===== src/rtl/chf_pkg.sv =====
// Package: constants, types and arctangent table for the compass heading pipeline.
package chf_pkg;

    localparam int CORDIC_STAGES = 16;
    localparam int TABLE_LEN     = 24;
    localparam int NUM_CELLS     = (CORDIC_STAGES > TABLE_LEN) ? TABLE_LEN : CORDIC_STAGES;

    localparam int FIELD_W = 13;
    localparam int FRAC    = 16;
    localparam int XW      = 32;
    localparam int ZW      = 34;
    localparam int AW      = ZW - FRAC;
    localparam int HW      = 19;
    localparam int OUT_W   = 16;
    localparam int CFG_W   = 16;
    localparam int IDX_W   = 5;

    localparam int FULL_TURN    = 46080;
    localparam int HALF_TURN    = 23040;
    localparam int QUARTER_TURN = 11520;

    localparam logic signed [ZW-1:0] Z_HALF    = ZW'(HALF_TURN * (1 << FRAC));
    localparam logic signed [ZW-1:0] Z_QUARTER = ZW'(QUARTER_TURN * (1 << FRAC));
    localparam logic signed [ZW-1:0] Z_ROUND   = ZW'(1 << (FRAC - 1));
    localparam logic signed [HW-1:0] H_FULL    = HW'(FULL_TURN);
    localparam logic signed [HW-1:0] H_HALF    = HW'(HALF_TURN);

    localparam logic REG_DECLINATION = 1'b0;
    localparam logic REG_ZERO_REF    = 1'b1;

    typedef struct packed {
        logic                 valid;
        logic                 hold;
        logic signed [XW-1:0] x;
        logic signed [XW-1:0] y;
        logic signed [ZW-1:0] z;
    } cordic_t;

    function automatic logic signed [ZW-1:0] atan_entry(input logic [IDX_W-1:0] idx);
        logic signed [ZW-1:0] v;
        unique case (idx)
            5'd0:    v = ZW'(377487360);
            5'd1:    v = ZW'(222843801);
            5'd2:    v = ZW'(117744544);
            5'd3:    v = ZW'(59768969);
            5'd4:    v = ZW'(30000467);
            5'd5:    v = ZW'(15014858);
            5'd6:    v = ZW'(7509261);
            5'd7:    v = ZW'(3754860);
            5'd8:    v = ZW'(1877459);
            5'd9:    v = ZW'(938733);
            5'd10:   v = ZW'(469367);
            5'd11:   v = ZW'(234683);
            5'd12:   v = ZW'(117342);
            5'd13:   v = ZW'(58671);
            5'd14:   v = ZW'(29335);
            5'd15:   v = ZW'(14668);
            5'd16:   v = ZW'(7334);
            5'd17:   v = ZW'(3667);
            5'd18:   v = ZW'(1833);
            5'd19:   v = ZW'(917);
            5'd20:   v = ZW'(458);
            5'd21:   v = ZW'(229);
            5'd22:   v = ZW'(115);
            5'd23:   v = ZW'(57);
            default: v = '0;
        endcase
        return v;
    endfunction

endpackage


===== src/rtl/chf_cell.sv =====
// One vectoring CORDIC micro-rotation cell of the pipeline.
module chf_cell (
    input  logic                         clk,
    input  logic                         rst_n,
    input  logic                         en,
    input  logic [chf_pkg::IDX_W-1:0]    stage_idx,
    input  chf_pkg::cordic_t             cur,
    output chf_pkg::cordic_t             out_reg
);

    chf_pkg::cordic_t                  out_next;
    logic signed [chf_pkg::XW-1:0]     xs;
    logic signed [chf_pkg::XW-1:0]     ys;
    logic signed [chf_pkg::ZW-1:0]     ang;

    always_comb
    begin
        xs       = cur.x >>> stage_idx;
        ys       = cur.y >>> stage_idx;
        ang      = chf_pkg::atan_entry(stage_idx);
        out_next = cur;
        if (!cur.hold)
        begin
            if (!cur.y[chf_pkg::XW-1])
            begin
                out_next.x = cur.x + ys;
                out_next.y = cur.y - xs;
                out_next.z = cur.z + ang;
            end
            else
            begin
                out_next.x = cur.x - ys;
                out_next.y = cur.y + xs;
                out_next.z = cur.z - ang;
            end
        end
    end

    always_ff @(posedge clk or negedge rst_n)
    begin
        if (!rst_n)
            out_reg <= '0;
        else if (en)
            out_reg <= out_next;
    end

    // exact axis angles must pass through untouched
    a_hold_passes: assert property (@(posedge clk) disable iff (!rst_n)
        en && cur.valid && cur.hold |=> out_reg.hold && out_reg.z == $past(cur.z))
        else $error("held angle changed in CORDIC cell");

endmodule


===== config.mk =====
export PLATFORM = sky130hd
export DESIGN_NAME = chf_cell
export DESIGN_NICKNAME = d
export VERILOG_FILES = /design/src/rtl/chf_pkg.sv /design/src/rtl/chf_cell.sv
export SDC_FILE = /design/constraint.sdc
export NUM_CORES = 1
export LEC_CHECK = 0
export CAP_MARGIN = 25
export CORE_MARGIN = 2
export CORE_UTILIZATION = 37
export DETAILED_ROUTE_END_ITERATION = 10
export DONT_BUFFER_PORTS = 1
export PLACE_DENSITY_LB_ADDON = 0.15
export SLEW_MARGIN = 20
export SYNTH_ARGS = -nofsm -noshare
export SYNTH_HDL_FRONTEND = slang
export SYNTH_SLANG_ARGS = --single-unit

===== constraint.sdc =====
create_clock -name clk -period 1 [get_ports clk]
set_input_delay 0 -clock clk [delete_from_list [all_inputs] [get_ports clk]]
set_output_delay 0 -clock clk [all_outputs]
set_load 0.05 [all_outputs]

==> run summary <==
======================================================================================================
Switching power .........................................................................      14.1 mW
Area of placed instances ................................................................   0.0223 mm²
Final layout net count ..................................................................         2952
Max_slew headroom .......................................................................        41.1%
Final non-filler cell area ..............................................................   0.0247 mm²
RSZ-0062 raised after global routing ....................................................         true
Core Area ...............................................................................   0.0433 mm²
Maximum fanout count along the critical path ............................................          127
Die Area ................................................................................   0.0458 mm²
Syn nets ................................................................................         2298
Maximum number of pins on one net before global-route repair ............................          203
Number of enable-type register cells in the synthesized netlist .........................            0
Critical setup path kind ................................................................ input pin to flop
Cts bufs inserted .......................................................................            9
Commonest cells after routing, fill and taps aside ...................................... sky130_fd_sc_hd__buf_4, sky130_fd_sc_hd__nor2_1, sky130_fd_sc_hd__a21oi_1
Post-layout min period ..................................................................      4550 ps
Clock transition at the register clock pins on the worst setup and hold paths after CTS .        80 ps
Clock tree skew after final layout ......................................................         0 ps
Count of fill cells added during filler insertion .......................................         3999
Leakage power figure ....................................................................      10.9 nW
Peak supply drop ........................................................................   0.000811 V
Run status .............................................................................. finished with violations
Die extent in y .........................................................................       214 µm
Post-Synth Simple-Gate Area .............................................................        18.6%
Clock tree from TritonCTS ...............................................................          yes
Adder and majority cell fraction of the synthesized area ................................        8.65%
Clock latency at the later pin of the worst-skew pair ...................................       400 ps
Hpwl dp .................................................................................     52000 µm
Largest cells by area after synthesis ................................................... sky130_fd_sc_hd__dfrtp_1, sky130_fd_sc_hd__mux4_2, sky130_fd_sc_hd__a21oi_1, sky130_fd_sc_hd__ha_1, sky130_fd_sc_hd__nor2_1
Clock network fraction of design power ..................................................        12.1%
PortBufs ................................................................................            0
Antenna violations before repair ........................................................            0
Share of the synthesized netlist area taken by xor and xnor gates .......................        8.37%
Worst hold slack across all endpoints ...................................................      -726 ps
Worst-margin pin slew ...................................................................       878 ps
Share of the clock period used by the worst path after layout ...........................         455%
Ratio of cells with drive above 1 in the final layout ...................................        43.0%
Vias in the first global route ..........................................................        18.5k
Number of cells produced by synthesis ...................................................         2079
I/O pin cnt .............................................................................          208
Fraction of post-synthesis cell area in the top cell type by area .......................        15.3%
Layout area overhead ....................................................................        51.3%
Net switching fraction of the power .....................................................        43.5%
Number of antenna cells inserted ........................................................            0
Via density .............................................................................         5.69
Num Clock Sinks .........................................................................          100
Endpoint required time on the critical path .............................................      1300 ps
Clock tree root driver cell ............................................................. sky130_fd_sc_hd__clkbuf_16
Global-route wire length before repair ..................................................    107000 µm
Die X-Extent ............................................................................       214 µm
Final Hold Fails ........................................................................          200
Failing checks .......................................................................... negative hold slack, negative setup slack
Most common cell after layout, fill and taps aside ...................................... sky130_fd_sc_hd__buf_4
Leading register cell type out of synthesis ............................................. sky130_fd_sc_hd__dfrtp_1
Worst Slack Setup Final .................................................................     -3550 ps
Remaining antenna violation count .......................................................            0
Deepest clock path buffer count .........................................................            2
Max FFs per register ....................................................................          100
Number of synthesis warnings ............................................................            0
Combinational power share ...............................................................        71.4%
Data arrival time at the worst-slack endpoint ...........................................      4840 ps
Total of endpoints with negative setup slack in the final report ........................           99
Area of the mapped netlist ..............................................................   0.0163 mm²
DR iter-0 viols .........................................................................         1393
Cell count after placement ..............................................................         3228
Count of unique library cells instantiated by Yosys .....................................           93
Share of cell area taken by muxes after synthesis .......................................        17.1%
Post-synthesis register bit count .......................................................          100
Pins over their slew limit ..............................................................            0
Filler-free cell count of the finished design ...........................................         3323
Worst slack at placement ................................................................     -4030 ps
Max-cap violations ......................................................................            0
Post-CTS Hold Fix Bufs ..................................................................           17
Kind of start point of the critical path ................................................    input pin
Total routed wirelength .................................................................     69400 µm
Final estimated routing congestion in global placement ..................................         1.03
Final routed wire length divided by cell count ..........................................      20.9 µm
Detailed-router iteration count before antenna repair ...................................            5
DRC violation count after routing .......................................................            0
Compound-gate portion of the synthesized area ...........................................        27.1%
Hold Path Class ......................................................................... input pin to asynchronous set/reset pin
Initial standard-cell utilization of the core ...........................................        37.7%
Total number of vias ....................................................................        18.9k
Final core occ ..........................................................................        57.0%
Total GRT Usage .........................................................................        29.4%
Synthesized area divided by synthesized cell count ......................................     7.85 µm²
Async set-reset flop share out of synthesis .............................................         100%
Endpoint type of the worst setup path ...................................................         flop
Cell taking the most area after synthesis ............................................... sky130_fd_sc_hd__dfrtp_1
Total congestion overflow ...............................................................            0
Power density over the cells ............................................................  1310 mW/mm²
Sequential cell fraction of total power .................................................        16.6%
Part of the Yosys area used for sequential elements .....................................        15.3%
Number of H-tree levels .................................................................            3
Core Rows ...............................................................................           76
Internal cell power .....................................................................      18.3 mW
Highest attainable clock frequency ......................................................      220 MHz
Dominant combinational cell family by area after synthesis .............................. compound AO/OA/AOI/OAI gates
======================================================================================================
==> final cells by class <==
| class | count | area, µm² | share of cell area (%) |
|---|---|---|---|
| multi-input cells | 1800 | 14600 | 59.2 |
| repair buffers | 781 | 6360 | 25.8 |
| flip-flops and latches | 100 | 2500 | 10.1 |
| well taps | 585 | 732 | 2.97 |
| clock buffers | 13 | 260 | 1.05 |
| inverters | 41 | 173 | 0.700 |
| clock inverters | 3 | 43.8 | 0.177 |
==> through the flow <==
stage          total power [mW]  TNS (ps)
2_1_floorplan              18.4   -283570
3_3_place_gp               25.6   -301900
3_5_place_dp               25.8   -303390
4_1_cts                    31.0   -252770
5_1_grt                    34.4   -272890
6_report                   32.4   -258430
==> critical path: stages <==
cell and delay (ps):
sky130_fd_sc_hd__mux4_2 550, sky130_fd_sc_hd__a221o_1 400, sky130_fd_sc_hd__a221o_1 470, sky130_fd_sc_hd__nor4b_4 380
sky130_fd_sc_hd__and4_4 310, sky130_fd_sc_hd__nand3_2 130, sky130_fd_sc_hd__nor2_4 160, sky130_fd_sc_hd__buf_4 120
sky130_fd_sc_hd__xnor2_1 110, sky130_fd_sc_hd__o22ai_1 110, sky130_fd_sc_hd__ha_1 360, sky130_fd_sc_hd__and3_1 200
sky130_fd_sc_hd__and4_1 220, sky130_fd_sc_hd__a31oi_2 110, sky130_fd_sc_hd__or3_4 370, sky130_fd_sc_hd__a311oi_4 270
sky130_fd_sc_hd__a211oi_2 120, sky130_fd_sc_hd__xnor2_1 140, sky130_fd_sc_hd__mux2i_1 130, sky130_fd_sc_hd__a21oi_1 80
==> synthesized netlist by cell type, drive strengths merged (6+ instances only) <==
cell type,number
a211o,8
a211oi,26
a21boi,7
a21o,43
a21oi,270
a22o,6
a22oi,16
a31oi,38
and2,18
and3,21
buf,62
clkbuf,76
dfrtp,100
ha,108
inv,39
mux2,50
mux2i,71
mux4,67
nand2,131
nand2b,27
nand3,36
nand3b,7
nand4,12
nor2,267
nor2b,39
nor3,38
nor3b,9
nor4,6
o211ai,19
o21a,22
o21ai,116
o21bai,15
o221ai,6
o22ai,25
o31a,9
o31ai,12
o32ai,7
or2,7
or3,6
xnor2,94
xor2,61
==> per-layer routing <==
layer	GRT usage (%)	vias up	share of wire, %
li1	-	9059	-
met1	39.3	9099	44
met2	47.7	637	46
met3	5.44	108	6.7
met4	10.2	0	2.8
met5	0	-	0
==> worst paths after layout <==
check	start	endpoint	slack, ps	depth (start not counted)
max in group asynchronous	rst_n	out_reg[66]$_DFFE_PN0P_	1560	0
hold / removal	rst_n	out_reg[15]$_DFFE_PN0P_	-730	0
setup reg to reg	out_reg[21]$_DFFE_PN0P_	out_reg[21]$_DFFE_PN0P_	40	2
hold reg to reg	out_reg[55]$_DFFE_PN0P_	out_reg[55]$_DFFE_PN0P_	510	1
min in group clk	en	out_reg[15]$_DFFE_PN0P_	-330	1
setup / recovery	stage_idx[0]	out_reg[96]$_DFFE_PN0P_	-3550	20
==> cells by family after synthesis <==
kind of cell | Yosys count
buffers and inverters | 179
and+or+nand+nor | 641
DFF | 100
adders and majority gates | 111
xor gates and xnor gates | 155
AOI/OAI and AO/OA | 705
muxes | 188
==> power by group through the flow <==
stage	combinational, mW	clock [mW]	sequential (mW)
after floorplan	10.3	0	8.10
after global placement	20.3	0	5.31
after detailed placement	20.5	0	5.34
after CTS	21.6	4.03	5.34
after global routing	24.7	4.15	5.48
final	23.1	3.91	5.37
==> what timing repair did <==
action                     4_1_cts  5_1_grt
setup buffers                   35       36
pin swaps                       58      139
setup endpoints to repair      141      131
hold endpoints to repair       200      200
gates resized for setup        124      214
Power figures use the tool's default switching activity.
