[src/rtl/chf_pkg.sv]
// Package: constants, types and arctangent table for the compass heading pipeline.
package chf_pkg;

    localparam int CORDIC_STAGES = 16;
    localparam int TABLE_LEN     = 24;
    localparam int NUM_CELLS     = (CORDIC_STAGES > TABLE_LEN) ? TABLE_LEN : CORDIC_STAGES;

    localparam int FIELD_W = 13;
    localparam int FRAC    = 16;
    localparam int XW      = 32;
    localparam int ZW      = 34;
    localparam int AW      = ZW - FRAC;
    localparam int HW      = 19;
    localparam int OUT_W   = 16;
    localparam int CFG_W   = 16;
    localparam int IDX_W   = 5;

    localparam int FULL_TURN    = 46080;
    localparam int HALF_TURN    = 23040;
    localparam int QUARTER_TURN = 11520;

    localparam logic signed [ZW-1:0] Z_HALF    = ZW'(HALF_TURN * (1 << FRAC));
    localparam logic signed [ZW-1:0] Z_QUARTER = ZW'(QUARTER_TURN * (1 << FRAC));
    localparam logic signed [ZW-1:0] Z_ROUND   = ZW'(1 << (FRAC - 1));
    localparam logic signed [HW-1:0] H_FULL    = HW'(FULL_TURN);
    localparam logic signed [HW-1:0] H_HALF    = HW'(HALF_TURN);

    localparam logic REG_DECLINATION = 1'b0;
    localparam logic REG_ZERO_REF    = 1'b1;

    typedef struct packed {
        logic                 valid;
        logic                 hold;
        logic signed [XW-1:0] x;
        logic signed [XW-1:0] y;
        logic signed [ZW-1:0] z;
    } cordic_t;

    function automatic logic signed [ZW-1:0] atan_entry(input logic [IDX_W-1:0] idx);
        logic signed [ZW-1:0] v;
        unique case (idx)
            5'd0:    v = ZW'(377487360);
            5'd1:    v = ZW'(222843801);
            5'd2:    v = ZW'(117744544);
            5'd3:    v = ZW'(59768969);
            5'd4:    v = ZW'(30000467);
            5'd5:    v = ZW'(15014858);
            5'd6:    v = ZW'(7509261);
            5'd7:    v = ZW'(3754860);
            5'd8:    v = ZW'(1877459);
            5'd9:    v = ZW'(938733);
            5'd10:   v = ZW'(469367);
            5'd11:   v = ZW'(234683);
            5'd12:   v = ZW'(117342);
            5'd13:   v = ZW'(58671);
            5'd14:   v = ZW'(29335);
            5'd15:   v = ZW'(14668);
            5'd16:   v = ZW'(7334);
            5'd17:   v = ZW'(3667);
            5'd18:   v = ZW'(1833);
            5'd19:   v = ZW'(917);
            5'd20:   v = ZW'(458);
            5'd21:   v = ZW'(229);
            5'd22:   v = ZW'(115);
            5'd23:   v = ZW'(57);
            default: v = '0;
        endcase
        return v;
    endfunction

endpackage

[src/rtl/chf_prep.sv]
// Input stage: axis special cases, left half plane fold and CORDIC seed.
module chf_prep (
    input  logic                                 clk,
    input  logic                                 rst_n,
    input  logic                                 en,
    input  logic                                 in_valid,
    input  logic signed [chf_pkg::FIELD_W-1:0]   field_x,
    input  logic signed [chf_pkg::FIELD_W-1:0]   field_y,
    output chf_pkg::cordic_t                     seed_reg
);

    chf_pkg::cordic_t                  seed_next;
    logic signed [chf_pkg::XW-1:0]     xe;
    logic signed [chf_pkg::XW-1:0]     ye;

    always_comb
    begin
        xe = chf_pkg::XW'(field_x) <<< chf_pkg::FRAC;
        ye = chf_pkg::XW'(field_y) <<< chf_pkg::FRAC;
        seed_next.valid = in_valid;
        seed_next.hold  = 1'b0;
        seed_next.x     = xe;
        seed_next.y     = ye;
        seed_next.z     = '0;
        if (field_y == '0)
        begin
            seed_next.hold = 1'b1;
            seed_next.z    = field_x[chf_pkg::FIELD_W-1] ? chf_pkg::Z_HALF : '0;
        end
        else if (field_x == '0)
        begin
            seed_next.hold = 1'b1;
            seed_next.z    = field_y[chf_pkg::FIELD_W-1] ? -chf_pkg::Z_QUARTER
                                                         : chf_pkg::Z_QUARTER;
        end
        else if (field_x[chf_pkg::FIELD_W-1])
        begin
            seed_next.x = -xe;
            seed_next.y = -ye;
            seed_next.z = field_y[chf_pkg::FIELD_W-1] ? -chf_pkg::Z_HALF : chf_pkg::Z_HALF;
        end
    end

    always_ff @(posedge clk or negedge rst_n)
    begin
        if (!rst_n)
            seed_reg <= '0;
        else if (en)
            seed_reg <= seed_next;
    end

endmodule

[config.mk]
export PLATFORM = sky130hd
export DESIGN_NAME = chf_prep
export DESIGN_NICKNAME = d
export VERILOG_FILES = /design/src/rtl/chf_pkg.sv /design/src/rtl/chf_prep.sv
export SDC_FILE = /design/constraint.sdc
export NUM_CORES = 1
export LEC_CHECK = 0
export BUFFER_PORTS_ARGS = -buffer_cell sky130_fd_sc_hd__buf_2
export CORE_AREA = 2 2 72 81
export CTS_CLUSTER_DIAMETER = 200
export DETAILED_ROUTE_END_ITERATION = 8
export DIE_AREA = 0 0 74 83
export PLACE_DENSITY = 0.86
export SLEW_MARGIN = 20
export SYNTH_ARGS = -nofsm -noshare
export SYNTH_HDL_FRONTEND = slang
export SYNTH_SLANG_ARGS = --single-unit
[constraint.sdc]
create_clock -name clk -period 1.55 [get_ports clk]
set_input_delay 0.0775 -clock clk [delete_from_list [all_inputs] [get_ports clk]]
set_output_delay 0.0775 -clock clk [all_outputs]
set_load 0.01 [all_outputs]
==> results_dict.tcl, run 1 <==
set metrics [dict create \
    status "complete, but fails checks" \
    violations "negative setup slack" \
    coreArea_mm2 0.00529 \
    use_met2_pct 30.9 \
    utilization_pct 63.0 \
    worstPathArrival_ns 1.74 \
    grtUsageMet3_pct 4.25 \
    grt_max_degree 41 \
    hold_viol 0 \
    clock_skew_ns 0 \
    first_global_vias 2053 \
    clkSlewWorstSetupHoldPaths_ns 0.07 \
    crit_top_cell "buf_12" \
    critPathLaunchType "input port" \
    grtUsageMet1_pct 24.6 \
    r2r_start "seed_reg[94]" \
    route.detailed.drc 0 \
    path_cells "buf_12 > inv_12 > ha_4 > or4b_4 > o41ai_4 > buf_6 > buf_12 > mux2i_1 > a21oi_1" \
    finalPower_uw 2570 \
    ys_seq_elements 40 \
    finalSetupViolations 8 \
    synthArstFlopShare_pct 100 \
    crit_buf_inv 4 \
    finalSetupTns_ns -0.0649 \
    antenna_found_initial 0 \
    cts_tree "yes" \
    clk_latency_ns 0.29 \
    cp_top_family "simple AND/OR/NAND/NOR gates" \
    ys_seq_area_share_pct 38.8 \
    p_leak_uw 0.00163 \
    die_h_um 83 \
    design_area_mm2 0.00333 \
    num-nets-final 428 \
    synth_edf_count 0 \
    hold_path_class "input port to flip-flop" \
    synth.area.top_cells "dfrtp_1 (39%), buf_4 (17%), or3_1 (5.1%)" \
    r2r_slack_ns 0.68 \
    n_antenna_cell 0 \
    max_freq_mhz 635 \
    cts_root_buffer "clkbuf_8" \
    yosysTopAreaCell "dfrtp_1" \
    hold_end "seed_reg[99]" \
    syn_inst 294 \
    cp-end-kind "flip-flop" \
    max-cap-violations 0 \
    rsz0062_at_grt "true" \
    rr_endpoint "seed_reg[94]" \
    reg2regPathDepth 2 \
    slowest_delay_ns 0.50 \
    cts_buffer_depth 2 \
    syn_avg_cell_area_um2 8.78 \
    first_iter_violations 165 \
    seq_area_mm2 0.00100 \
    place_area_mm2 0.00306 \
    ys_top_cells_by_count "buf_4 (60), dfrtp_1 (40), nor2_1 (33), or3_1 (21)" \
    htreeDepth 2 \
    cp_max_fo 5 \
    crit_type "input port to flip-flop" \
    drive_gt1_share_pct 36.0 \
    cts_sinks 40 \
    numPortBuffers 73 \
    vias 2311 \
    slew_headroom_pct 66.0 \
    wl_um 6120 \
    die-area_mm2 0.00614 \
    via_per_inst 4.90 \
    ant_nets 0 \
    worst_pin_slew_ns 0.509 \
    largest_reg_flops 40 \
    place.gp.congestion 0.889 \
    firstDrtPassIters 4 \
    grt_busiest_layer "met2" \
    power_density_mw_per_mm2 771 \
    layout_worst_path_cycle_share_pct 102 \
    holdPathStages 2 \
    multi_input_area_mm2 0.00129 \
    synth_most_common_cell "buf_4" \
    slowest_stage "or4b_4" \
    overflow 0 \
    grt_usage_pct 19.2 \
    syn_to_final_growth_pct 29.1 \
    irDropWorstVdd_uv 382 \
    slew_violations 0 \
    post-dp-hpwl_um 4540 \
    hold_start "in_valid" \
    post-route-min-period_ns 1.57 \
    synth_cell_type_count 40 \
    start_util_pct 48.8 \
    ios 130 \
    grt_pass1_wl_um 9340 \
    die_w_um 74 \
    yosys_warnings 0 \
    cts_made_buffers 5 \
    synth_flop_cell "dfrtp_1" \
    fill_cells 457 \
    rows 28 \
    fin_ws_ns -0.0244 \
    cp.required_ns 1.71 \
    synth_top_cell_area_share_pct 38.8 \
    avgRoutedWirePerCell_um 13.0 \
    netlist_area_mm2 0.00258 \
]
[timing repair]
item | CTS | global route
resized for setup | 0 | 23
endpoints found under the hold margin | 40 | 0
setup endpoints to repair | 3 | 22
pin swaps | 1 | 20
gates cloned | 0 | 3
setup buffers | 1 | 3
hold buffers | 1 | 0
[cells in the final DEF (no fill, tap or decap), types with 11 or more instances in the layout]
| master | synthesis | layout |
|---|---|---|
| dfrtp_1 | 40 | 40 |
| conb_1 | 1 | 56 |
| nor2_1 | 33 | 33 |
| buf_2 | 2 | 71 |
| inv_1 | 13 | 11 |
| a31oi_1 | 17 | 17 |
| o21ai_1 | 6 | 11 |
| a21oi_1 | 13 | 13 |
| buf_4 | 60 | 35 |
| or3_1 | 21 | 21 |
[layer usage]
metal / wire length, um / vias to the layer above / part of all wire [%]
met5: 0 / - / 0
met4: 77 / 0 / 1.3
met3: 411 / 7 / 6.7
met2: 3120 / 95 / 51
met1: 2510 / 1095 / 41
li1: - / 1114 / -
[layout make-up]
| type | count | share of cell area (%) |
|---|---|---|
| inverter | 13 | 1.99 |
| tap | 75 | 2.82 |
| multi-input combinational | 221 | 38.9 |
| clock buffer | 8 | 2.70 |
| timing repair buffer | 115 | 23.6 |
| sequential | 40 | 30.0 |
[worst reg2reg max path: cells and delay by family, from the launching register on]
family,cells,cell delay [ns]
simple gates,1,0.14
flops,1,0.39
compound gates,1,0.23
[cells by family after synthesis]
group | Yosys count | share of synthesized area (%)
adder cells (fa/ha/maj) | 2 | 0.969
AO/OA/AOI/OAI | 62 | 14.5
multiplexers | 8 | 3.34
XOR/XNOR | 5 | 1.70
AND/OR/NAND/NOR | 88 | 18.3
buffers and inverters | 88 | 22.2
flip-flops | 40 | 38.8
other | 1 | 0.145
[where the power goes]
group	internal, uW	switching [uW]
logic	285	383
registers	1140	51.2
clock network	363	348
total	1790	783
[how the worst max path moves through the flow]
stage | start | to | cells past startpoint
after floorplan | field_y[1] | seed_reg[51] | 8
final | field_y[1] | seed_reg[51] | 9
after global placement | field_y[1] | seed_reg[96] | 7
after CTS | field_y[1] | seed_reg[51] | 8
after global routing | field_y[1] | seed_reg[51] | 9
after detailed placement | field_y[1] | seed_reg[97] | 7
[stage by stage]
stage | setup slack, ns | hold slack, ns | instances
after global routing | -0.0745 | 0.0131 | 472
final | -0.0244 | 0.0187 | 472
after detailed placement | -0.341 | 0.168 | 456
after global placement | -0.309 | 0.156 | 456
after CTS | 0.0149 | 0.0144 | 466
after floorplan | -0.151 | -0.218 | 349
Power figures use the tool's default switching activity.
==> run 2: changes to the inputs <==
Settings changed: CORE_AREA 2 2 72 81 to 2 2 78 88, DIE_AREA 0 0 74 83 to 0 0 80 90, HOLD_SLACK_MARGIN set to 0.08, PLACE_DENSITY 0.86 to 0.78.
Clock period 1.55 ns to 1.39 ns, I/O delays scaled along.
==> run 2 against run 1 <==
  * The flow still finishes with violations (negative setup slack)
  * Final cell count is 2.1% higher
  * Worst setup slack got worse by 0.089 ns
  * Sequential cell count is the same
  * Cell area increased by 3.8%
  * Sequential power grew 12%
  * Via count down 2.1%
  * Critical path type unchanged
  * Critical endpoint unchanged
==> results_dict.tcl, run 2 (synthesis gave the netlist of run 1 again) <==
set metrics [dict create \
    cts_sinks 40 \
    coreArea_mm2 0.00636 \
    firstDrtPassIters 7 \
    htreeDepth 2 \
    cts_root_buffer "clkbuf_8" \
    dp_slack_ns -0.505 \
    place.gp.congestion 0.758 \
    utilization_pct 54.3 \
    first_iter_violations 66 \
    ant_nets 0 \
    num-nets-final 431 \
    finalPower_uw 3050 \
    cts_tree "yes" \
    r2r_start "seed_reg[94]" \
    seq_area_mm2 0.00100 \
    die_h_um 90 \
    cp.required_ns 1.57 \
    fin_ws_ns -0.113 \
    post-dp-hpwl_um 4320 \
    hold_start "field_x[8]" \
    antenna_found_initial 0 \
    violations "negative setup slack" \
    route.detailed.drc 0 \
    status "complete, but fails checks" \
    crit_type "input port to flip-flop" \
    drive_gt1_share_pct 37.8 \
    n_antenna_cell 0 \
    avgRoutedWirePerCell_um 12.7 \
    die-area_mm2 0.00720 \
    worstPathArrival_ns 1.68 \
    final_cell_mix "buf_2 (70), conb_1 (56), dfrtp_1 (40)" \
    hold_viol 0 \
    layout_worst_path_cycle_share_pct 108 \
    finalSetupViolations 28 \
    post-route-min-period_ns 1.50 \
    syn_to_final_growth_pct 33.9 \
    cts_buffer_depth 2 \
    hold_path_class "input port to flip-flop" \
    cp-end-kind "flip-flop" \
    hold_slack_ns 0.0830 \
    grt_max_degree 49 \
    rr_endpoint "seed_reg[94]" \
    cp_max_fo 7 \
    layout_commonest_cell "buf_2" \
    cts_made_buffers 5 \
    rows 31 \
    ios 130 \
    critPathLaunchType "input port" \
    max_freq_mhz 665 \
    slew_violations 0 \
    clkSlewWorstSetupHoldPaths_ns 0.08 \
    r2r_slack_ns 0.58 \
    p_leak_uw 0.00168 \
    clk_latency_ns 0.29 \
    max-cap-violations 0 \
    overflow 0 \
    multi_input_area_mm2 0.00133 \
    rsz0062_at_grt "true" \
    power_density_mw_per_mm2 882 \
    fill_cells 609 \
    wl_um 6130 \
    via_per_inst 4.70 \
    hold_end "seed_reg[90]" \
    grt_usage_pct 16.4 \
    holdPathStages 3 \
    reg2regPathDepth 2 \
    largest_reg_flops 40 \
    numPortBuffers 73 \
    first_global_vias 2031 \
    clock_skew_ns 0 \
    start_util_pct 40.6 \
    vias 2263 \
    die_w_um 80 \
    grt_pass1_wl_um 9490 \
    irDropWorstVdd_uv 413 \
]
[run 2: worst max-delay path by stage]
stage / start / end / slack, ns / depth (start not counted)
3_5_place_dp: field_y[1] / seed_reg[97] / -0.51 / 7
3_3_place_gp: field_y[1] / seed_reg[97] / -0.46 / 7
4_1_cts: field_y[0] / seed_reg[63] / -0.11 / 7
5_1_grt: field_y[1] / seed_reg[52] / -0.21 / 9
6_report: field_y[1] / seed_reg[51] / -0.11 / 9
2_1_floorplan: field_y[1] / seed_reg[51] / -0.30 / 8
[run 2: report_power, final]
group	total (uW)	switching, uW	internal (uW)
combinational	773	431	342
clock	950	417	533
sequential	1330	56.7	1270
[run 2: final cells by class]
class / count / share of cell area [%]
multi-input cells: 221 / 38.5
inverters: 13 / 1.92
well taps: 82 / 2.97
clock buffers: 6 / 2.10
repair buffers: 118 / 24.6
clock inverters: 2 / 1.01
flip-flops and latches: 40 / 29.0
[run 2: timing repair]
action                     4_1_cts  5_1_grt
buffers inserted                 3        1
hold buffers                     4        0
pin swaps                       11       10
hold endpoints to repair        43        0
gates cloned                     0        3
setup endpoints to repair       29       32
resized for setup               25        9
[run 2: routing by layer]
layer | share of wire, % | up-vias | wire [um] | global-route usage (%)
met3 | 5.1 | 6 | 313 | 2.31
li1 | - | 1123 | - | -
met2 | 53 | 75 | 3220 | 29.5
met1 | 41 | 1059 | 2530 | 20.2
met4 | 1.1 | 0 | 66 | 4.24
met5 | 0 | - | 0 | 0
[run 2: stage by stage]
stage          area (um2)  cells  setup TNS [ns]
2_1_floorplan        2850    349           -7.57
3_3_place_gp         3080    463          -12.14
3_5_place_dp         3080    463          -13.40
4_1_cts              3330    478           -1.38
5_1_grt              3460    482           -4.21
6_report             3460    482           -2.49
[run 2: critical path, stage by stage]
cell and delay, ns:
buf_12 0.11, inv_12 0.04, ha_4 0.13, or4b_4 0.54, o41ai_4 0.24, buf_6 0.18, buf_12 0.12, mux2i_1 0.18
a21oi_1 0.08
