## config.mk

```make
export PLATFORM = sky130hd
export DESIGN_NAME = chf_post
export DESIGN_NICKNAME = d
export VERILOG_FILES = /design/src/rtl/chf_pkg.sv /design/src/rtl/chf_post.sv
export SDC_FILE = /design/constraint.sdc
export NUM_CORES = 1
export LEC_CHECK = 0
export BUFFER_PORTS_ARGS = -buffer_cell sky130_fd_sc_hd__buf_4
export CAP_MARGIN = 5
export CORE_MARGIN = 5
export CORE_UTILIZATION = 30
export DETAILED_ROUTE_END_ITERATION = 8
export MAX_ROUTING_LAYER = met4
export PLACE_DENSITY = 0.6
export SLEW_MARGIN = 20
export SYNTH_ARGS = -nofsm -noshare
export SYNTH_HDL_FRONTEND = slang
export SYNTH_SLANG_ARGS = --single-unit
```

## constraint.sdc

```tcl
create_clock -name clk -period 9.2 [get_ports clk]
set_input_delay 0.46 -clock clk [delete_from_list [all_inputs] [get_ports clk]]
set_output_delay 0.46 -clock clk [all_outputs]
set_load 0.02 [all_outputs]
```

## src/rtl/chf_pkg.sv

```systemverilog
// Package: constants, types and arctangent table for the compass heading pipeline.
package chf_pkg;

    localparam int CORDIC_STAGES = 16;
    localparam int TABLE_LEN     = 24;
    localparam int NUM_CELLS     = (CORDIC_STAGES > TABLE_LEN) ? TABLE_LEN : CORDIC_STAGES;

    localparam int FIELD_W = 13;
    localparam int FRAC    = 16;
    localparam int XW      = 32;
    localparam int ZW      = 34;
    localparam int AW      = ZW - FRAC;
    localparam int HW      = 19;
    localparam int OUT_W   = 16;
    localparam int CFG_W   = 16;
    localparam int IDX_W   = 5;

    localparam int FULL_TURN    = 46080;
    localparam int HALF_TURN    = 23040;
    localparam int QUARTER_TURN = 11520;

    localparam logic signed [ZW-1:0] Z_HALF    = ZW'(HALF_TURN * (1 << FRAC));
    localparam logic signed [ZW-1:0] Z_QUARTER = ZW'(QUARTER_TURN * (1 << FRAC));
    localparam logic signed [ZW-1:0] Z_ROUND   = ZW'(1 << (FRAC - 1));
    localparam logic signed [HW-1:0] H_FULL    = HW'(FULL_TURN);
    localparam logic signed [HW-1:0] H_HALF    = HW'(HALF_TURN);

    localparam logic REG_DECLINATION = 1'b0;
    localparam logic REG_ZERO_REF    = 1'b1;

    typedef struct packed {
        logic                 valid;
        logic                 hold;
        logic signed [XW-1:0] x;
        logic signed [XW-1:0] y;
        logic signed [ZW-1:0] z;
    } cordic_t;

    function automatic logic signed [ZW-1:0] atan_entry(input logic [IDX_W-1:0] idx);
        logic signed [ZW-1:0] v;
        unique case (idx)
            5'd0:    v = ZW'(377487360);
            5'd1:    v = ZW'(222843801);
            5'd2:    v = ZW'(117744544);
            5'd3:    v = ZW'(59768969);
            5'd4:    v = ZW'(30000467);
            5'd5:    v = ZW'(15014858);
            5'd6:    v = ZW'(7509261);
            5'd7:    v = ZW'(3754860);
            5'd8:    v = ZW'(1877459);
            5'd9:    v = ZW'(938733);
            5'd10:   v = ZW'(469367);
            5'd11:   v = ZW'(234683);
            5'd12:   v = ZW'(117342);
            5'd13:   v = ZW'(58671);
            5'd14:   v = ZW'(29335);
            5'd15:   v = ZW'(14668);
            5'd16:   v = ZW'(7334);
            5'd17:   v = ZW'(3667);
            5'd18:   v = ZW'(1833);
            5'd19:   v = ZW'(917);
            5'd20:   v = ZW'(458);
            5'd21:   v = ZW'(229);
            5'd22:   v = ZW'(115);
            5'd23:   v = ZW'(57);
            default: v = '0;
        endcase
        return v;
    endfunction

endpackage

```

## src/rtl/chf_post.sv

```systemverilog
// Output stages: rounding, declination and zero reference wraps, half turn offset.
module chf_post (
    input  logic                                 clk,
    input  logic                                 rst_n,
    input  logic                                 en,
    input  chf_pkg::cordic_t                     res,
    input  logic signed [chf_pkg::CFG_W-1:0]     declination,
    input  logic [chf_pkg::CFG_W-1:0]            zero_reference,
    output logic                                 out_valid,
    output logic signed [chf_pkg::OUT_W-1:0]     heading
);

    logic signed [chf_pkg::ZW-1:0]     zr;
    logic signed [chf_pkg::AW-1:0]     rnd;
    logic signed [chf_pkg::HW-1:0]     a_sum;
    logic signed [chf_pkg::HW-1:0]     a_next;
    logic signed [chf_pkg::HW-1:0]     a_reg;
    logic                              va_reg;
    logic signed [chf_pkg::HW-1:0]     b_sum;
    logic signed [chf_pkg::HW-1:0]     b_wrap;
    logic signed [chf_pkg::HW-1:0]     c_val;
    logic signed [chf_pkg::OUT_W-1:0]  heading_next;
    logic signed [chf_pkg::OUT_W-1:0]  heading_reg;
    logic                              vb_reg;

    always_comb
    begin
        zr    = res.z + chf_pkg::Z_ROUND;
        rnd   = zr[chf_pkg::ZW-1:chf_pkg::FRAC];
        a_sum = chf_pkg::HW'(rnd) + chf_pkg::HW'(declination);
        if (a_sum < 0)
            a_next = a_sum + chf_pkg::H_FULL;
        else if (a_sum > chf_pkg::H_FULL)
            a_next = a_sum - chf_pkg::H_FULL;
        else
            a_next = a_sum;

        b_sum = a_reg - $signed({{(chf_pkg::HW-chf_pkg::CFG_W){1'b0}}, zero_reference});
        if (b_sum < 0)
            b_wrap = b_sum + chf_pkg::H_FULL;
        else if (b_sum > chf_pkg::H_FULL)
            b_wrap = b_sum - chf_pkg::H_FULL;
        else
            b_wrap = b_sum;
        c_val        = b_wrap - chf_pkg::H_HALF;
        heading_next = c_val[chf_pkg::OUT_W-1:0];
    end

    always_ff @(posedge clk or negedge rst_n)
    begin
        if (!rst_n)
        begin
            va_reg      <= 1'b0;
            vb_reg      <= 1'b0;
            a_reg       <= '0;
            heading_reg <= '0;
        end
        else if (en)
        begin
            va_reg      <= res.valid;
            vb_reg      <= va_reg;
            a_reg       <= a_next;
            heading_reg <= heading_next;
        end
    end

    assign out_valid = vb_reg;
    assign heading   = heading_reg;

endmodule

```

==> flow_summary.ini, run 1 <==
[timing]
min_period_ps = 5290
rsz0062_at_grt = false
fin_crit_sh = 0.575
tns_ps = 0
fin_skew_ps = 5.72
tightest_slew_ps = 855
clock.fmax_mhz = 189
report.final.setup_viol = 0
slew_violations = 0
hold_viol = 0
relSlewSlack = 0.427

[cells_and_area]
largest_reg_flops = 19
seq_area_sq_um = 926
final_nets = 784
final_common_cell = buf_4
multi_input_area_sq_um = 3240
layout_common_cells = buf_4 (72), nor2_1 (48), nand2_1 (43)
nFillCells = 1472
area_growth_pct = 20.3
utilization = 0.363
n_antenna_cell = 0
layout-drive-gt1-share = 0.198
finalInstanceArea_sq_um = 5220

[clock_network]
h-tree-depth = 2
clkTransAtPathRegs_ps = 60
ctsResizeCount = 0
hold_buffers = 0
cts_root_buf = clkbuf_16
cts_tree = built
cts_setup_buffers = 0
worstSkewPairLatency_ps = 290
cts_buffers = 5
cts_sinks = 37
clockBufferDepth = 2

[grt]
grt.total_usage = 0.126
grt_pass1_vias = 3918
antenna_found_initial = 0
grt_overflow_total = 0
grt_pass1_wl_mm = 17.6
grt_max_degree = 41

[synth]
synth_compound_area_frac = 0.238
synthTopCellsByArea = dfrtp_1 (21%), ha_1 (12%), xnor2_1 (6.5%)
muxShareOfSynthArea = 0.0435
netlist_area_sq_um = 4340
synth-main-ff-cell = dfrtp_1
synthAdderAreaFrac = 0.130
synth_top_family_by_area = compound AO/OA/AOI/OAI gates
synth-seq-cells = 37
yosysWarnings = 0
synth_cell_types = 69
synth_xor_area_frac = 0.116
synth_top_area_cell = dfrtp_1
synth.net_count = 714
synth.avg_cell_area_sq_um = 8.11
synth-async-reset-ratio = 1.00
synth_top_area_frac = 0.213
yosys.area_share.simple = 0.217
synth_cells = 535
synth-edff-count = 0
ys_seq_area_frac = 0.213

[setup_path]
critPathRequiredTime_ps = 9410
reg2reg_from = a_reg[0]
path_class = reg2reg
reg2reg_setup_slack_ps = 3910
crit_slowest_cell = xor2_1
cp-start-kind = flop
cpPeakStageDelay_ps = 550
crit_chain = inv_1, ha_1, fa_1, nand2b_1, a211oi_1, nor2_1, o31ai_1, xor2_1, ha_1, nand4_1, nor3_1, nand3_1, nor4_2, o311a_1, a31oi_1, or2_2, ha_1, inv_1, a31oi_1, or3_1, a31oi_1
ff2ff_path_depth = 21
end_kind = flop
reg2reg_to = heading[15]
worstPathArrival_ps = 5490
cp_max_fo = 7

[detailed_routing]
ant_nets = 0
via_count = 4032
postRouteWirelength_mm = 10.3
vias_per_cell = 5.10
first_iter_violations = 160
dr.pass1.iters = 4
drc = 0
wl_per_cell_microns = 13.0

[floorplan]
dieArea_sq_um = 17000
io_pins = 152
core_sq_um = 14400
fp.dieH_microns = 130
initial_core_util = 0.302
die_w_microns = 130
rows = 44

[flow_run]
drv_cap = 0

[pwr]
p_leak_nw = 2.28
vdd_drop_max_mv = 0.124
p_total_mw = 1.48
p_per_area_nw_per_um2 = 283

[hold_path]
hp-class = in2async

[placed_design]
dpl.hpwl_mm = 8.34
place_congestion = 0.877
io_buffers = 71
dpl-instance-area_sq_um = 5080

[run_status]
status = finished clean
## through the flow
stage / hold WS, ps / std cells / setup WS [ps]
2_1_floorplan: 164 / 535 / 4510
3_3_place_gp: 445 / 782 / 3730
3_5_place_dp: 455 / 782 / 3650
4_1_cts: 147 / 790 / 3860
5_1_grt: 175 / 790 / 3490
6_report: 120 / 790 / 3910
## cell usage after synthesis (9+ instances only)
| library cell | n |
|---|---|
| o21ai_0 | 32 |
| a21oi_1 | 36 |
| mux2_2 | 15 |
| a31oi_1 | 10 |
| dfrtp_1 | 37 |
| nand2b_1 | 10 |
| nor3_1 | 18 |
| nand3_1 | 15 |
| nor4_1 | 9 |
| xor2_1 | 20 |
| xnor2_1 | 32 |
| nand2_1 | 43 |
| ha_1 | 42 |
| inv_1 | 38 |
| nor2_1 | 48 |
## final cells by class
class | instances | area share
Clock buffer | 5 | 0.0240
Clock inverter | 3 | 0.00407
Inverter | 38 | 0.0273
Multi-Input combinational cell | 451 | 0.620
Sequential cell | 37 | 0.177
Tap cell | 184 | 0.0441
Timing Repair Buffer | 72 | 0.103
## metal layers
metal  global-route usage  vias to the layer above  routed length [microns]
li1                     -                     2088                        -
met1                0.157                     1849                     4790
met2                0.216                       79                     4910
met3               0.0172                       16                      399
met4               0.0324                        0                      180
met5                    -                        -                        0
## critical path, delay by kind of cell (launching register included)
family | cells | cell delay, ps
simple gates | 8 | 1790
fa+ha+maj | 4 | 1080
xor+xnor | 1 | 550
compound gates | 6 | 1300
buf+inv | 2 | 160
flops | 1 | 320
## power by group
part	internal [mW]	switching (mW)
clock network	0.101	0.0740
logic	0.454	0.585
registers	0.224	0.0373
total	0.779	0.697
## cells by family after synthesis
kind of cell             count (synthesis)
multiplexers                            17
adder cells (fa/ha/maj)                 44
XOR/XNOR                                55
flip-flops                              37
AO/OA/AOI/OAI                          149
AND/OR/NAND/NOR                        186
buffers and inverters                   47
## worst max path at each step
stage / endpoint / startpoint / cells past startpoint
3_5_place_dp: heading[15] / zero_reference[0] / 21
6_report: heading[15] / a_reg[0] / 21
2_1_floorplan: heading[15] / zero_reference[0] / 20
3_3_place_gp: heading[15] / zero_reference[0] / 21
5_1_grt: heading[15] / a_reg[0] / 21
4_1_cts: heading[15] / a_reg[0] / 21
No activity file was read; power rests on OpenSTA's default activity.
==> run 2: changes to the inputs <==
PLACE_DENSITY = 0.62   (was 0.6)
clock period = 4.5 ns   (was 9.2 ns; I/O delays follow)
==> flow_summary.ini, run 2 (synthesis results as in run 1) <==
[run_status]
status = finished clean

[grt]
grt_pass1_wl_mm = 18.6
grt_max_degree = 41
grt.total_usage = 0.134
grt_overflow_total = 0
grt_pass1_vias = 4189
antenna_found_initial = 0

[timing]
clock.fmax_mhz = 236
report.final.setup_viol = 0
min_period_ps = 4240
hold_viol = 0
fin_crit_sh = 0.942
tns_ps = 0
slew_violations = 0
rsz0062_at_grt = true
relSlewSlack = 0.557
hold-worst-slack_ps = 173
fin_skew_ps = 2.72
tightest_slew_ps = 662

[setup_path]
critPathRequiredTime_ps = 4710
path_buf_inv = 2
crit_chain = ha_1, nor2_1, or4_4, a21oi_2, a31oi_1, xnor2_2, inv_1, ha_2, nand4_1, nor3_2, nand3_2, nor4_4, o311a_1, buf_6, nand2_4, o311ai_4, a31oi_2, or3_1, a31oi_1
cpPeakStageDelay_ps = 550
path_class = reg2reg
cp_common_cell = a31oi_1
worstPathArrival_ps = 4450
end_kind = flop
cp_max_fo = 5
crit_slowest_cell = or4_4
crit_family = simple AND/OR/NAND/NOR gates
cp-start-kind = flop

[floorplan]
initial_core_util = 0.302
rows = 44
fp.dieH_microns = 130
dieArea_sq_um = 17000
io_pins = 152
core_sq_um = 14400
die_w_microns = 130

[clock_network]
cts_sinks = 37
cts_tree = built
cts_root_buf = clkbuf_16
clockBufferDepth = 2
cts_buffers = 5
worstSkewPairLatency_ps = 280
clkTransAtPathRegs_ps = 60
h-tree-depth = 2

[detailed_routing]
ant_nets = 0
via_count = 4228
first_iter_violations = 188
dr.pass1.iters = 4
vias_per_cell = 5.12
drc = 0
postRouteWirelength_mm = 10.9
wl_per_cell_microns = 13.2

[placed_design]
dpl.hpwl_mm = 8.82
io_buffers = 71
place_congestion = 0.893
dp_cells = 814

[cells_and_area]
layoutNonFillerInstCount = 825
n_antenna_cell = 0
layout_common_cells = buf_4 (105), nor2_1 (48), nand2_1 (43)
final_nets = 819
largest_reg_flops = 19
area_growth_pct = 28.8
final_common_cell = buf_4
layout-drive-gt1-share = 0.261

[pwr]
p_leak_nw = 2.46
p_total_mw = 3.31
p_per_area_nw_per_um2 = 592
vdd_drop_max_mv = 0.272

[flow_run]
drv_cap = 0

[hold_path]
hp-class = in2reg
-- run 2: changes by cell type in the layout (fill, tap and decap cells not counted), sizes merged --
| cell | previous run | this run |
|---|---|---|
| dlygate4sd3 | 0 | 1 |
| buf | 72 | 106 |
-- run 2: path summary, 6_finish.rpt --
path                               endpoint  depth (start not counted)  startpoint  slack, ps
worst max-delay path            heading[15]                         19    a_reg[6]        260
worst min-delay path                 va_reg                          2     res[99]        170
worst max register to register  heading[15]                         19    a_reg[6]        260
worst min register to register     a_reg[6]                          1    a_reg[6]        500
max in group asynchronous         a_reg[14]                          2       rst_n       3720
min in group asynchronous         out_valid                          2       rst_n        430
-- run 2: report_power, final --
group | switching, mW | internal [mW]
sequential | 0.0794 | 0.458
combinational | 1.31 | 1.11
clock | 0.149 | 0.206
-- run 2: metal layers --
metal	share of wire	vias up	routed length [microns]	track usage
met1	0.44	1988	4830	0.159
met5	0	-	0	-
met2	0.51	82	5540	0.241
met4	0.0092	0	100	0.0355
met3	0.035	6	384	0.0139
li1	-	2152	-	-
-- run 2: area by class of cell --
class / instances / area [sq um]
Clock buffer: 5 / 125
Timing Repair Buffer: 107 / 810
Tap cell: 184 / 230
Multi-Input combinational cell: 451 / 3340
Inverter: 38 / 143
Fill cell: 1436 / 8780
Clock inverter: 3 / 21.3
Sequential cell: 37 / 926
-- run 2: timing repair --
action | CTS | global route
pin swaps | 6 | 13
buffers inserted | 0 | 2
cloned | 0 | 0
endpoints found under the setup margin | 2 | 5
hold buffers | 1 | 0
resized for setup | 9 | 11
endpoints found under the hold margin | 37 | 0
-- run 2: per-stage QoR --
stage	setup WS [ps]	util	area (sq um)
2_1_floorplan	12.7	-	4350
3_3_place_gp	-94.1	0.371	5320
3_5_place_dp	-143	0.371	5320
4_1_cts	21.5	0.384	5520
5_1_grt	-84.5	0.389	5590
6_report	259	0.389	5590
==> run 3: changes to the inputs <==
CORE_UTILIZATION = 50   (was 30)
PLACE_DENSITY = 0.87   (was 0.62)
clock period = 4.35 ns   (was 4.5 ns; I/O delays follow)
==> flow_summary.ini, run 3 (synthesis results as in run 1) <==
[run_status]
status = finished clean

[cells_and_area]
layout_common_cells = buf_4 (106), nor2_1 (48), nand2_1 (43)
area_growth_pct = 29.1
finalInstanceArea_sq_um = 5600
largest_reg_flops = 19
layout-drive-gt1-share = 0.275
final_nets = 821
layoutNonFillerInstCount = 751
n_antenna_cell = 0
final_common_cell = buf_4

[clock_network]
h-tree-depth = 2
cts_root_buf = clkbuf_8
cts_buffers = 5
clkTransAtPathRegs_ps = 80
cts_tree = built
clockBufferDepth = 2
cts_sinks = 37
worstSkewPairLatency_ps = 300

[floorplan]
initial_core_util = 0.505
io_pins = 152
die_w_microns = 103
core_sq_um = 8590
fp.dieH_microns = 103
dieArea_sq_um = 10600
rows = 34

[timing]
relSlewSlack = 0.507
hold_viol = 0
fin_skew_ps = 4.23
report.final.setup_viol = 0
slew_violations = 0
min_period_ps = 4340
rsz0062_at_grt = true
fin_crit_sh = 0.998
clock.fmax_mhz = 230
hold-worst-slack_ps = 154
tightest_slew_ps = 737

[grt]
antenna_found_initial = 0
grt_overflow_total = 0
grt_max_degree = 41
grt.total_usage = 0.219
grt_pass1_wl_mm = 18.8
grt_pass1_vias = 4477

[detailed_routing]
dr.pass1.iters = 5
vias_per_cell = 5.93
via_count = 4455
ant_nets = 0
wl_per_cell_microns = 15.3
drc = 0
postRouteWirelength_mm = 11.5
first_iter_violations = 199

[setup_path]
end_kind = flop
critPathRequiredTime_ps = 4570
reg2reg_from = a_reg[6]
cp_max_fo = 4
cp-start-kind = flop
path_class = reg2reg
worstPathArrival_ps = 4560
crit_path_start = a_reg[6]

[flow_run]
drv_cap = 0

[placed_design]
dpl-instance-area_sq_um = 5230
dpl.hpwl_mm = 8.73
place_congestion = 0.845
io_buffers = 71
dp_cells = 736

[hold_path]
hp-class = in2reg
hp-start = res[99]

[pwr]
p_leak_nw = 2.48
vdd_drop_max_mv = 0.398
p_per_area_nw_per_um2 = 666
p_total_mw = 3.73
[run 3: cell types whose count changed in the layout (fill, tap and decap cells not counted), sizes merged]
| cell | delta |
|---|---|
| bufinv | +1 |
| clkinvlp | -1 |
| buf | +2 |
[run 3: worst paths after layout]
kind	slack, ps	to	depth (start not counted)
max in group asynchronous	3610	a_reg[15]	2
worst max-delay path	10	heading[15]	20
min in group asynchronous	410	out_valid	2
worst min register to register	500	heading[10]	2
worst max register to register	10	heading[15]	20
worst min-delay path	150	va_reg	2
[run 3: through the flow]
| stage | worst slack, ps | setup TNS [ps] | util |
|---|---|---|---|
| after global placement | -7.79 | -7.79 | 0.609 |
| after detailed placement | -108 | -135 | 0.609 |
| after global routing | -189 | -574 | 0.652 |
| after floorplan | 28.8 | 0 | - |
| after CTS | 19.9 | 0 | 0.628 |
| final | 9.55 | 0 | 0.652 |
[run 3: layout make-up]
type	count	area, sq um
Inverter	38	145
Multi-Input combinational cell	451	3460
Fill cell	687	2990
Clock buffer	5	68.8
Timing Repair Buffer	109	828
Sequential cell	37	926
Clock inverter	3	43.8
Tap cell	108	135
[run 3: critical path, cell delays in order, from the launching register on]
cell and delay, ps:
dfrtp_1 420, ha_4 300, nor2_1 60, or4_4 550, a21oi_4 180, a31oi_4 120, xnor2_2 170, inv_1 90
ha_2 180, nand4_1 90, nor3_2 180, nand3_1 140, nor4_4 250, o311a_1 260, a31oi_4 110, or2_4 300
ha_4 160, inv_4 70, a31oi_4 90, or3_1 360, a31oi_1 160
[run 3: where the power goes]
group          internal, mW  switching (mW)
registers             0.473          0.0814
logic                  1.29            1.58
clock network         0.172           0.132
total                  1.94            1.79
[run 3: timing repair]
action	in CTS	in global routing
hold endpoints to repair	37	0
hold buffers	1	0
resized for setup	8	28
endpoints found under the setup margin	2	7
pin swaps	12	22
setup buffers	2	5
[run 3: layer usage]
layer / share of wire / track usage / vias to the layer above / wire [microns]
met5: 0 / - / - / 0
met4: 0.030 / 0.0946 / 0 / 349
met3: 0.046 / 0.0228 / 37 / 528
met2: 0.52 / 0.401 / 151 / 5980
met1: 0.40 / 0.239 / 2106 / 4620
li1: - / - / 2161 / -
